$ cat config.mk
export PLATFORM = sky130hd
export DESIGN_NAME = des_key_schedule
export DESIGN_NICKNAME = d
export VERILOG_FILES = /design/src/hdl/dks_pkg.sv /design/src/hdl/des_key_schedule.sv /design/src/hdl/dks_pc1.sv /design/src/hdl/dks_rounds.sv /design/src/hdl/dks_pc2.sv
export SDC_FILE = /design/constraint.sdc
export NUM_CORES = 1
export LEC_CHECK = 0
export BUFFER_PORTS_ARGS = -buffer_cell sky130_fd_sc_hd__buf_2
export CORE_ASPECT_RATIO = 1.75
export CORE_MARGIN = 2
export CORE_UTILIZATION = 59
export DETAILED_ROUTE_END_ITERATION = 10
export MAX_ROUTING_LAYER = met4
export PLACE_DENSITY_LB_ADDON = 0.3
export SLEW_MARGIN = 20
export SYNTH_ARGS = -nofsm -noshare
export SYNTH_HDL_FRONTEND = slang
export SYNTH_SLANG_ARGS = --single-unit
$ cat constraint.sdc
create_clock -name i_clk -period 10.86 [get_ports i_clk]
set_input_delay 1.086 -clock i_clk [delete_from_list [all_inputs] [get_ports i_clk]]
set_output_delay 1.086 -clock i_clk [all_outputs]
set_load 0.02 [all_outputs]
$ cat src/hdl/dks_pkg.sv
// ----------------------------------------------------------------------------
// DES key schedule package
// Permutation tables, shift schedule and the bit-select functions.
// ----------------------------------------------------------------------------
`default_nettype none

package dks_pkg;

    localparam int HALF_W = 28;
    localparam int CD_W   = 56;
    localparam int SK_W   = 48;

    localparam logic [3:0] LAST_ROUND  = 4'd15;
    localparam logic [3:0] FIRST_ROUND = 4'd0;

    // Bit k is set when round k rotates both halves by two bits.
    localparam logic [15:0] SHIFT_TWO = 16'h7EFC;

    localparam logic [6:0] PC1_TAB [CD_W] = '{
        7'd57, 7'd49, 7'd41, 7'd33, 7'd25, 7'd17, 7'd9,  7'd1,  7'd58, 7'd50, 7'd42, 7'd34,
        7'd26, 7'd18, 7'd10, 7'd2,  7'd59, 7'd51, 7'd43, 7'd35, 7'd27, 7'd19, 7'd11, 7'd3,
        7'd60, 7'd52, 7'd44, 7'd36, 7'd63, 7'd55, 7'd47, 7'd39, 7'd31, 7'd23, 7'd15, 7'd7,
        7'd62, 7'd54, 7'd46, 7'd38, 7'd30, 7'd22, 7'd14, 7'd6,  7'd61, 7'd53, 7'd45, 7'd37,
        7'd29, 7'd21, 7'd13, 7'd5,  7'd28, 7'd20, 7'd12, 7'd4
    };

    localparam logic [6:0] PC2_TAB [SK_W] = '{
        7'd14, 7'd17, 7'd11, 7'd24, 7'd1,  7'd5,  7'd3,  7'd28, 7'd15, 7'd6,  7'd21, 7'd10,
        7'd23, 7'd19, 7'd12, 7'd4,  7'd26, 7'd8,  7'd16, 7'd7,  7'd27, 7'd20, 7'd13, 7'd2,
        7'd41, 7'd52, 7'd31, 7'd37, 7'd47, 7'd55, 7'd30, 7'd40, 7'd51, 7'd45, 7'd33, 7'd48,
        7'd44, 7'd49, 7'd39, 7'd56, 7'd34, 7'd53, 7'd46, 7'd42, 7'd50, 7'd36, 7'd29, 7'd32
    };

    typedef struct packed {
        logic                vld;
        logic [3:0]          rnd;
        logic [HALF_W-1:0]   c;
        logic [HALF_W-1:0]   d;
    } t_cd_word;

    function automatic logic [CD_W-1:0] pc1(input logic [63:0] key);
        logic [CD_W-1:0] r;
        r = '0;
        for (int i = 0; i < CD_W; i++) begin
            r[CD_W-1-i] = key[64-int'(PC1_TAB[i])];
        end
        return r;
    endfunction

    function automatic logic [SK_W-1:0] pc2(input logic [HALF_W-1:0] c,
                                            input logic [HALF_W-1:0] d);
        logic [CD_W-1:0] cd;
        logic [SK_W-1:0] r;
        cd = {c, d};
        r  = '0;
        for (int i = 0; i < SK_W; i++) begin
            r[SK_W-1-i] = cd[CD_W-int'(PC2_TAB[i])];
        end
        return r;
    endfunction

    function automatic logic [HALF_W-1:0] rot28(input logic [HALF_W-1:0] x, input logic two);
        logic [HALF_W-1:0] r;
        if (two) begin
            r = {x[HALF_W-3:0], x[HALF_W-1:HALF_W-2]};
        end else begin
            r = {x[HALF_W-2:0], x[HALF_W-1]};
        end
        return r;
    endfunction

endpackage

`default_nettype wire

$ cat src/hdl/des_key_schedule.sv
// ----------------------------------------------------------------------------
// DES key schedule
// Expands one 64-bit DES key into its sixteen 48-bit round subkeys.
//
// A key word enters on i_key when i_key_valid is high and o_key_stall is low.
// Each key yields sixteen subkey words in round order on o_subkey, each with
// its round number and a last flag on round fifteen, taken when o_sk_valid is
// high and i_sk_stall is low.
// The path has three register stages: the initial key permutation that drops
// the parity bits, the round stage that rotates the halves, and the output
// register after the subkey compression permutation. The first subkey of a
// key passes the input register, the round stage and the output register.
// The round stage emits one subkey per cycle while the output is not
// stalled. The next key waits in the input stage and
// enters the round stage in the cycle the last subkey of the previous key
// leaves it, so subkeys of back-to-back keys stream with no gap.
// Synchronous reset empties all stages. When the receiver stalls, the output
// word holds, the round stage holds, and the input side stalls once its
// stage is occupied; nothing is dropped or repeated.
// ----------------------------------------------------------------------------
`default_nettype none

module des_key_schedule (
    input  wire logic                      i_clk,
    input  wire logic                      i_rst_n,
    input  wire logic                      i_key_valid,
    input  wire logic [63:0]               i_key,
    output logic                           o_key_stall,
    output logic                           o_sk_valid,
    output logic [3:0]                     o_round_index,
    output logic [dks_pkg::SK_W-1:0]       o_subkey,
    output logic                           o_last,
    input  wire logic                      i_sk_stall
);

    logic                      a_vld;
    logic [dks_pkg::CD_W-1:0]  a_cd;
    logic                      b_take;
    logic                      c_rdy;
    dks_pkg::t_cd_word         b_word;

    dks_pc1 u_pc1 (
        .i_clk   (i_clk),
        .i_rst_n (i_rst_n),
        .i_vld   (i_key_valid),
        .i_key   (i_key),
        .i_take  (b_take),
        .o_stall (o_key_stall),
        .o_vld   (a_vld),
        .o_cd    (a_cd)
    );

    dks_rounds u_rounds (
        .i_clk   (i_clk),
        .i_rst_n (i_rst_n),
        .i_vld   (a_vld),
        .i_cd    (a_cd),
        .i_rdy   (c_rdy),
        .o_take  (b_take),
        .o_word  (b_word)
    );

    dks_pc2 u_pc2 (
        .i_clk    (i_clk),
        .i_rst_n  (i_rst_n),
        .i_word   (b_word),
        .i_stall  (i_sk_stall),
        .o_rdy    (c_rdy),
        .o_vld    (o_sk_valid),
        .o_rnd    (o_round_index),
        .o_subkey (o_subkey),
        .o_last   (o_last)
    );

endmodule

`default_nettype wire

$ cat src/hdl/dks_pc1.sv
// ----------------------------------------------------------------------------
// DES key schedule input stage
// Registers the key after the initial key permutation and holds it until taken.
// ----------------------------------------------------------------------------
`default_nettype none

module dks_pc1 (
    input  wire logic                      i_clk,
    input  wire logic                      i_rst_n,
    input  wire logic                      i_vld,
    input  wire logic [63:0]               i_key,
    input  wire logic                      i_take,
    output logic                           o_stall,
    output logic                           o_vld,
    output logic [dks_pkg::CD_W-1:0]       o_cd
);

    logic                      r_vld;
    logic                      n_vld;
    logic [dks_pkg::CD_W-1:0]  r_cd;
    logic                      accept;

    assign o_stall = r_vld && !i_take;
    assign accept  = i_vld && !o_stall;
    assign n_vld   = accept || (r_vld && !i_take);

    always_ff @(posedge i_clk) begin
        if (!i_rst_n) begin
            r_vld <= 1'b0;
        end else begin
            r_vld <= n_vld;
        end
    end

    always_ff @(posedge i_clk) begin
        if (accept) begin
            r_cd <= dks_pkg::pc1(i_key);
        end
    end

    assign o_vld = r_vld;
    assign o_cd  = r_cd;

endmodule

`default_nettype wire

$ cat src/hdl/dks_rounds.sv
// ----------------------------------------------------------------------------
// DES key schedule round stage
// Rotates the C and D halves once per round and steps the round counter.
// ----------------------------------------------------------------------------
`default_nettype none

module dks_rounds (
    input  wire logic                      i_clk,
    input  wire logic                      i_rst_n,
    input  wire logic                      i_vld,
    input  wire logic [dks_pkg::CD_W-1:0]  i_cd,
    input  wire logic                      i_rdy,
    output logic                           o_take,
    output dks_pkg::t_cd_word              o_word
);

    logic                        r_vld;
    logic                        n_vld;
    logic [3:0]                  r_rnd;
    logic [3:0]                  n_rnd;
    logic [dks_pkg::HALF_W-1:0]  r_c;
    logic [dks_pkg::HALF_W-1:0]  n_c;
    logic [dks_pkg::HALF_W-1:0]  r_d;
    logic [dks_pkg::HALF_W-1:0]  n_d;
    logic [3:0]                  rnd_inc;
    logic                        move;
    logic                        free;

    assign move    = r_vld && i_rdy;
    assign free    = !r_vld || (move && (r_rnd == dks_pkg::LAST_ROUND));
    assign rnd_inc = r_rnd + 4'd1;
    assign o_take  = free;

    always_comb begin
        n_vld = r_vld;
        n_rnd = r_rnd;
        n_c   = r_c;
        n_d   = r_d;
        if (free) begin
            n_vld = i_vld;
            if (i_vld) begin
                n_rnd = dks_pkg::FIRST_ROUND;
                n_c   = dks_pkg::rot28(i_cd[dks_pkg::CD_W-1:dks_pkg::HALF_W],
                                       dks_pkg::SHIFT_TWO[dks_pkg::FIRST_ROUND]);
                n_d   = dks_pkg::rot28(i_cd[dks_pkg::HALF_W-1:0],
                                       dks_pkg::SHIFT_TWO[dks_pkg::FIRST_ROUND]);
            end
        end else if (move) begin
            n_rnd = rnd_inc;
            n_c   = dks_pkg::rot28(r_c, dks_pkg::SHIFT_TWO[rnd_inc]);
            n_d   = dks_pkg::rot28(r_d, dks_pkg::SHIFT_TWO[rnd_inc]);
        end
    end

    always_ff @(posedge i_clk) begin
        if (!i_rst_n) begin
            r_vld <= 1'b0;
            r_rnd <= dks_pkg::FIRST_ROUND;
        end else begin
            r_vld <= n_vld;
            r_rnd <= n_rnd;
        end
    end

    always_ff @(posedge i_clk) begin
        r_c <= n_c;
        r_d <= n_d;
    end

    assign o_word.vld = r_vld;
    assign o_word.rnd = r_rnd;
    assign o_word.c   = r_c;
    assign o_word.d   = r_d;

endmodule

`default_nettype wire

$ cat src/hdl/dks_pc2.sv
// ----------------------------------------------------------------------------
// DES key schedule output stage
// Forms the subkey by the compression permutation into the output register.
// ----------------------------------------------------------------------------
`default_nettype none

module dks_pc2 (
    input  wire logic                      i_clk,
    input  wire logic                      i_rst_n,
    input  wire dks_pkg::t_cd_word         i_word,
    input  wire logic                      i_stall,
    output logic                           o_rdy,
    output logic                           o_vld,
    output logic [3:0]                     o_rnd,
    output logic [dks_pkg::SK_W-1:0]       o_subkey,
    output logic                           o_last
);

    logic                      r_vld;
    logic [3:0]                r_rnd;
    logic [dks_pkg::SK_W-1:0]  r_subkey;
    logic                      r_last;
    logic                      load;

    assign o_rdy = !r_vld || !i_stall;
    assign load  = o_rdy && i_word.vld;

    always_ff @(posedge i_clk) begin
        if (!i_rst_n) begin
            r_vld <= 1'b0;
        end else if (o_rdy) begin
            r_vld <= i_word.vld;
        end
    end

    always_ff @(posedge i_clk) begin
        if (load) begin
            r_rnd    <= i_word.rnd;
            r_subkey <= dks_pkg::pc2(i_word.c, i_word.d);
            r_last   <= (i_word.rnd == dks_pkg::LAST_ROUND);
        end
    end

    assign o_vld    = r_vld;
    assign o_rnd    = r_rnd;
    assign o_subkey = r_subkey;
    assign o_last   = r_last;

endmodule

`default_nettype wire

==> results.toml, run 1 <==
[floorplanning]
num_rows = 51
die_x_um = 84.6
start_util = 0.604
io_pins = 123
die_h_um = 145
die_area_mm2 = 0.0123
core_area_mm2 = 0.0111

[worst_setup_path]
worst_ep_arrival_time_ps = 2420
cp_max_fo = 22
crit_required_ps = 9770
rr_startpoint = "u_rounds.r_rnd[1]"
endpoint_kind = "output pin"
regToRegEndpoint = "u_pc1.o_cd[27]"
ff2ff_setup_slack_ps = 7640
crit_type = "flop to output pin"
reg2reg_depth = 6
start_kind = "flop"

[power_and_ir_drop]
p_clk_frac = 0.379
p_int_mw = 1.17
power.leakage_nw = 3.31
p_switching_uw = 374
seq_power_share = 0.531
peakVddDrop_mv = 0.129
p_total_mw = 1.54
p_sw_frac = 0.242
combPwrFrac = 0.090
powerDensity_mw_per_mm2 = 195

[timing]
setup_tns_ps = 0
fmax_mhz = 285
finalWorstSetupSlack_ps = 7350
maxSlewHeadroom = 0.433
period_minus_slack_ps = 3510
worstMarginPinSlew_ps = 850
timing.final.crit_share = 0.323
setup_viol = 0
hold_viol = 0
slew_viol_final = 0
fin_skew_ps = 10.0
rsz0062_at_grt = "no"

[drt]
vias = 3679
drt_wl_total_um = 11800
via_per_inst = 5.44
drt-wirelength-per-cell_um = 17.5
drt-initial-drc-count = 316
remaining_drc_errors = 0
ant_nets = 0
drtPass1Iterations = 5

[layout]
syn_to_final_growth_pct = 18.1
fill_cells = 747
drive_gt1_frac = 0.298
layout.nets = 603
layout.cells.non_filler = 676
diodes = 0

[clock_network]
cts_tree = "built"
clk_pin_slew_ps = 70
cts-resized-gates = 0
ctsHoldBuffers = 0
cts_root_buf = "clkbuf_16"
cts_buffer_depth = 2
numClockSinks = 172
insertion_delay_ps = 420
ctsHtreeMaxLevel = 4
cts_buffers = 17
post_cts_buffers = 0

[worst_hold_path]
hold_path.class = "flop to flop"
holdPathStages = 0
whs_endpoint = "u_pc2.o_subkey[47]"
hold_path.startpoint = "u_rounds.r_c[14]"

[job]
maxCapViolCount = 0

[logic_synthesis]
ys_seq_elements = 172
syn_nets = 485
syn-mean-instance-area_um2 = 16.2
syn-cell-area_mm2 = 0.00670
ys.flop_type = "edfxtp_1"
ys_seq_area_frac = 0.760
synth_cell_types = 35
synth_cells = 413
synth-async-reset-ratio = 0
synth_edf_count = 165
ys_warn_count = 0

[grt]
antenna_found_initial = 0
grtUsageTotal = 0.208
first_global_vias = 3765
overflow = 0
grt_max_degree = 92
grt_pass1_wl_um = 18900

[place]
dp.cells = 644
portBuffers = 114
place_ws_ps = 7280
dp.final_hpwl_um = 7630
gp_congestion = 0.833

[status]
outcome = "completed"
critical path, stage by stage, from the launching register on:
cell and delay, ps:
dfxtp_1 500, ha_1 400, nand3_2 190, o21ai_4 500
nor2_1 190, buf_2 220
synthesized netlist by cell type, types with 2 or more instances:
master    count  area, um^2
nand3_1       2        10.0
xor2_1        2        17.5
ha_1          4        50.1
clkbuf_1      9        33.8
o22ai_1       2        12.5
buf_6         2        22.5
a21boi_0      2        15.0
buf_2         4        20.0
nor2b_1       3        18.8
mux2i_1      58         581
buf_12        5         100
nor2_1        5        18.8
a311oi_1      2        17.5
edfxtp_1    165        4950
o21ai_1      50         250
mux2_2        2        22.5
o21ai_0       5        25.0
dfxtp_1       7         140
a21oi_1       5        25.0
nand2b_1      2        12.5
nand2_1      57         214
inv_1         5        18.8
o21a_1        3        22.5
sequential cells by signal (all words and copies together) (netlist names):
signal          flops
u_rounds.r_vld      1
u_pc1.o_vld         1
u_rounds.r_d       28
u_pc2.o_subkey     48
u_pc2.o_rnd         4
u_pc2.o_last        1
u_pc2.o_vld         1
u_rounds.r_c       28
u_pc1.o_cd         56
u_rounds.r_rnd      4
cell families after synthesis:
group,share of synthesized area
and+or+nand+nor,0.0472
adders and majority gates,0.00747
DFF,0.760
muxes,0.0900
AOI/OAI and AO/OA,0.0618
xor gates and xnor gates,0.00392
buffers and inverters,0.0297
placed cells by master, fill, tap and decap left out, types with 2 or more instances in the layout:
cell type / count
nor2b_1: 2
a21boi_0: 2
a21oi_1: 5
nand3_1: 2
dfxtp_1: 7
clkinv_4: 2
xor2_1: 2
o21a_1: 3
nor2_1: 5
ha_1: 4
edfxtp_1: 165
buf_4: 6
nand2b_1: 2
nand2_1: 57
o21ai_0: 5
a311oi_1: 2
inv_6: 5
o22ai_1: 2
inv_8: 4
o21ai_1: 50
mux2_2: 2
inv_1: 4
buf_2: 114
clkbuf_16: 17
mux2i_1: 58
per-stage QoR:
stage | hold WS [ps] | util | area (um^2)
6_report | 476 | 0.713 | 7920
5_1_grt | 502 | 0.713 | 7920
4_1_cts | 480 | 0.713 | 7920
3_5_place_dp | 470 | 0.661 | 7340
3_3_place_gp | 459 | 0.661 | 7340
2_1_floorplan | 403 | - | 6700
layer usage:
| layer | up-vias | routed length [um] | track usage |
|---|---|---|---|
| li1 | 1790 | - | - |
| met1 | 1777 | 4450 | 0.223 |
| met2 | 98 | 6680 | 0.366 |
| met3 | 14 | 493 | 0.0518 |
| met4 | 0 | 197 | 0.0786 |
| met5 | - | 0 | - |
how the worst max path moves through the flow:
stage                     slack [ps]  cells after the start               to         startpoint
final                           7350                      5      o_key_stall  u_rounds.r_rnd[1]
after global routing            7120                      5      o_key_stall  u_rounds.r_rnd[1]
after CTS                       7290                      5      o_key_stall  u_rounds.r_rnd[1]
after detailed placement        7280                      6    u_pc1.o_cd[0]         i_sk_stall
after global placement          7380                      6    u_pc1.o_cd[5]         i_sk_stall
after floorplan                 4850                      4  u_rounds.r_c[0]         i_sk_stall
power groups by stage:
stage,registers (mW),clock network (mW),logic [mW]
final,0.819,0.586,0.139
after global routing,0.825,0.621,0.153
after CTS,0.820,0.598,0.141
after detailed placement,0.834,0,0.140
after global placement,0.832,0,0.135
after floorplan,0.843,0,0.0879
cell type report:
class                           instances  area, um^2  area share
Multi-Input combinational cell        215        1440       0.182
Tap cell                              132         165      0.0209
Timing Repair Buffer                  120         616      0.0778
Sequential cell                       172        5090       0.644
Inverter                                5        18.8     0.00237
Clock buffer                           17         425      0.0537
Clock inverter                         15         153      0.0193
Power figures use the tool's default switching activity.
==> run 2: changes to the inputs <==
ABC_AREA = 1   (was default)
CORE_UTILIZATION = 50   (was 59)
clock period = 2.9 ns   (was 10.86 ns; I/O delays follow)
==> results.toml, run 2 <==
[status]
outcome = "completed"

[logic_synthesis]
syn-mean-instance-area_um2 = 11.9
syn-cell-area_mm2 = 0.00704
ys.flop_type = "edfxtp_1"
synthTopCellsByArea = "edfxtp_1, nand2_1, nand3_1"
ys_seq_area_frac = 0.724
yosysMostFrequentCell = "nand2_1"
ys_top_cells_by_count = "nand2_1, edfxtp_1, nand3_1"
synth-async-reset-ratio = 0
synth_cell_types = 23
synth_top_area_frac = 0.704
ys_warn_count = 0
ys_seq_elements = 172
synth_edf_count = 165
synth_cells = 593
syn_nets = 665
yosysTopAreaCell = "edfxtp_1"

[worst_setup_path]
reg2reg_depth = 10
slowest_delay_ps = 480
worst_ep_arrival_time_ps = 2410
critPathTopFamily = "buffers and inverters"
worst_path_max_delay_cell = "dfxtp_1"
path_buf_inv = 3
crit_type = "flop to flop"
endpoint_kind = "flop"
start_kind = "flop"
crit_required_ps = 3000
cp.depth = 10
crit_top_cell = "nand2_1"
regToRegEndpoint = "u_pc1.o_cd[48]"
crit_end = "u_pc1.o_cd[48]"
startpoint = "u_rounds.r_rnd[1]"
cp_max_fo = 42
ff2ff_setup_slack_ps = 590
crit_chain = "ha_1 > nand2_2 > nor2_4 > nand2_1 > nand2_2 > inv_2 > nand2_1 > nand2_1 > inv_2 > buf_12"
rr_startpoint = "u_rounds.r_rnd[1]"

[place]
place_area_mm2 = 0.00779
gp_congestion = 0.820
dp.final_hpwl_um = 8750
portBuffers = 114

[clock_network]
numClockSinks = 172
cts_buffer_depth = 2
insertion_delay_ps = 410
ctsHtreeMaxLevel = 4
cts_root_buf = "clkbuf_16"
ctsHoldBuffers = 0
post_cts_buffers = 0
cts-resized-gates = 0
cts_tree = "built"
clk_pin_slew_ps = 70
cts_buffers = 17

[timing]
setup_tns_ps = 0
slew_viol_final = 0
timing.final.crit_share = 0.797
worstMarginPinSlew_ps = 684
fmax_mhz = 433
setup_viol = 0
hold_viol = 0
fin_skew_ps = 7.87
rsz0062_at_grt = "no"
maxSlewHeadroom = 0.543
period_minus_slack_ps = 2310

[floorplanning]
num_rows = 57
core_area_mm2 = 0.0138
start_util = 0.509
die_h_um = 161
die_x_um = 93.7
die_area_mm2 = 0.0151
io_pins = 123

[layout]
layout_commonest_cell = "nand2_1"
post-route-cell-area_mm2 = 0.00838
drive_gt1_frac = 0.251
syn_to_final_growth_pct = 19.1
fill_cells = 1119
largest_reg_flops = 56
layout.nets = 781
final_cell_mix = "nand2_1, edfxtp_1, buf_2"
diodes = 0

[grt]
grt_pass1_wl_um = 21400
grt_max_degree = 58
antenna_found_initial = 0
overflow = 0
grtUsageTotal = 0.189
first_global_vias = 4690

[drt]
drt-initial-drc-count = 354
via_per_inst = 5.08
remaining_drc_errors = 0
ant_nets = 0
drt-wirelength-per-cell_um = 15.0
drt_wl_total_um = 13500
vias = 4571
drtPass1Iterations = 6

[power_and_ir_drop]
peakVddDrop_mv = 0.369
power.leakage_nw = 3.62
p_total_mw = 5.88
powerDensity_mw_per_mm2 = 701

[job]
maxCapViolCount = 0

[worst_hold_path]
hold_path.class = "primary input to flop"
==> run 2: cell types whose count changed after synthesis, sizes merged, moves of 3 or more <==
cell / change
nor2b: -3
buf: +13
mux2i: -58
nand3: +116
inv: +63
a21boi: -3
nand2: +131
clkbuf: -6
nor2: -3
o21ai: -55
==> run 2: how the worst min path moves through the flow <==
stage,from,to,cells past startpoint
after floorplan,i_key[60],u_pc1.o_cd[0],0
after global placement,u_rounds.r_d[6],u_pc2.o_subkey[3],0
after detailed placement,u_rounds.r_d[6],u_pc2.o_subkey[3],0
after CTS,i_key[45],u_pc1.o_cd[34],1
after global routing,i_key[4],u_pc1.o_cd[31],1
final,i_key[45],u_pc1.o_cd[34],1
==> run 2: kinds of logic (layout without fill, tap and decap cells) <==
kind of cell,after synthesis,in the layout,share of synthesized area
AOI/OAI and AO/OA,9,9,0.00764
adders and majority gates,4,4,0.00711
buffers and inverters,96,225,0.0610
DFF,172,172,0.724
and+or+nand+nor,312,312,0.201
==> run 2: report_power, final <==
part           switching (mW)  internal [mW]  total [mW]  leakage [nW]
Sequential             0.0670           2.97        3.03          1.63
Combinational           0.413          0.201       0.613          1.71
Clock                   0.946           1.29        2.23         0.277
==> run 2: cell type report <==
type / instances / area, um^2 / share of cell area
multi-input combinational: 325 / 1520 / 0.181
sequential: 172 / 5090 / 0.608
timing repair buffer: 125 / 703 / 0.0839
inverter: 68 / 255 / 0.0305
tap: 177 / 221 / 0.0264
clock buffer: 18 / 429 / 0.0512
clock inverter: 14 / 159 / 0.0190
==> run 2: per-stage QoR <==
step                std cells   util  hold slack (ps)  setup slack (ps)
finish                    899  0.606             43.4               589
global route              899  0.606             27.0               393
CTS                       899  0.606             22.0               582
detailed placement        867  0.563              435               586
global placement          867  0.563              428               696
floorplan                 593      -              389               135
==> run 2: worst register-to-register path, stage by stage (launching register included) <==
cell and delay, ps:
dfxtp_1 480, ha_1 260, nand2_2 120, nor2_4 120
nand2_1 70, nand2_2 100, inv_2 50, nand2_1 90
nand2_1 80, inv_2 320, buf_12 310
==> run 2: routing by layer <==
layer	vias to the layer above	routed length (um)	share of wire	track usage
met5	-	0	0	-
met4	0	377	0.028	0.0922
met3	31	676	0.050	0.0387
met2	161	7300	0.54	0.332
met1	2147	5100	0.38	0.198
li1	2232	-	-	-
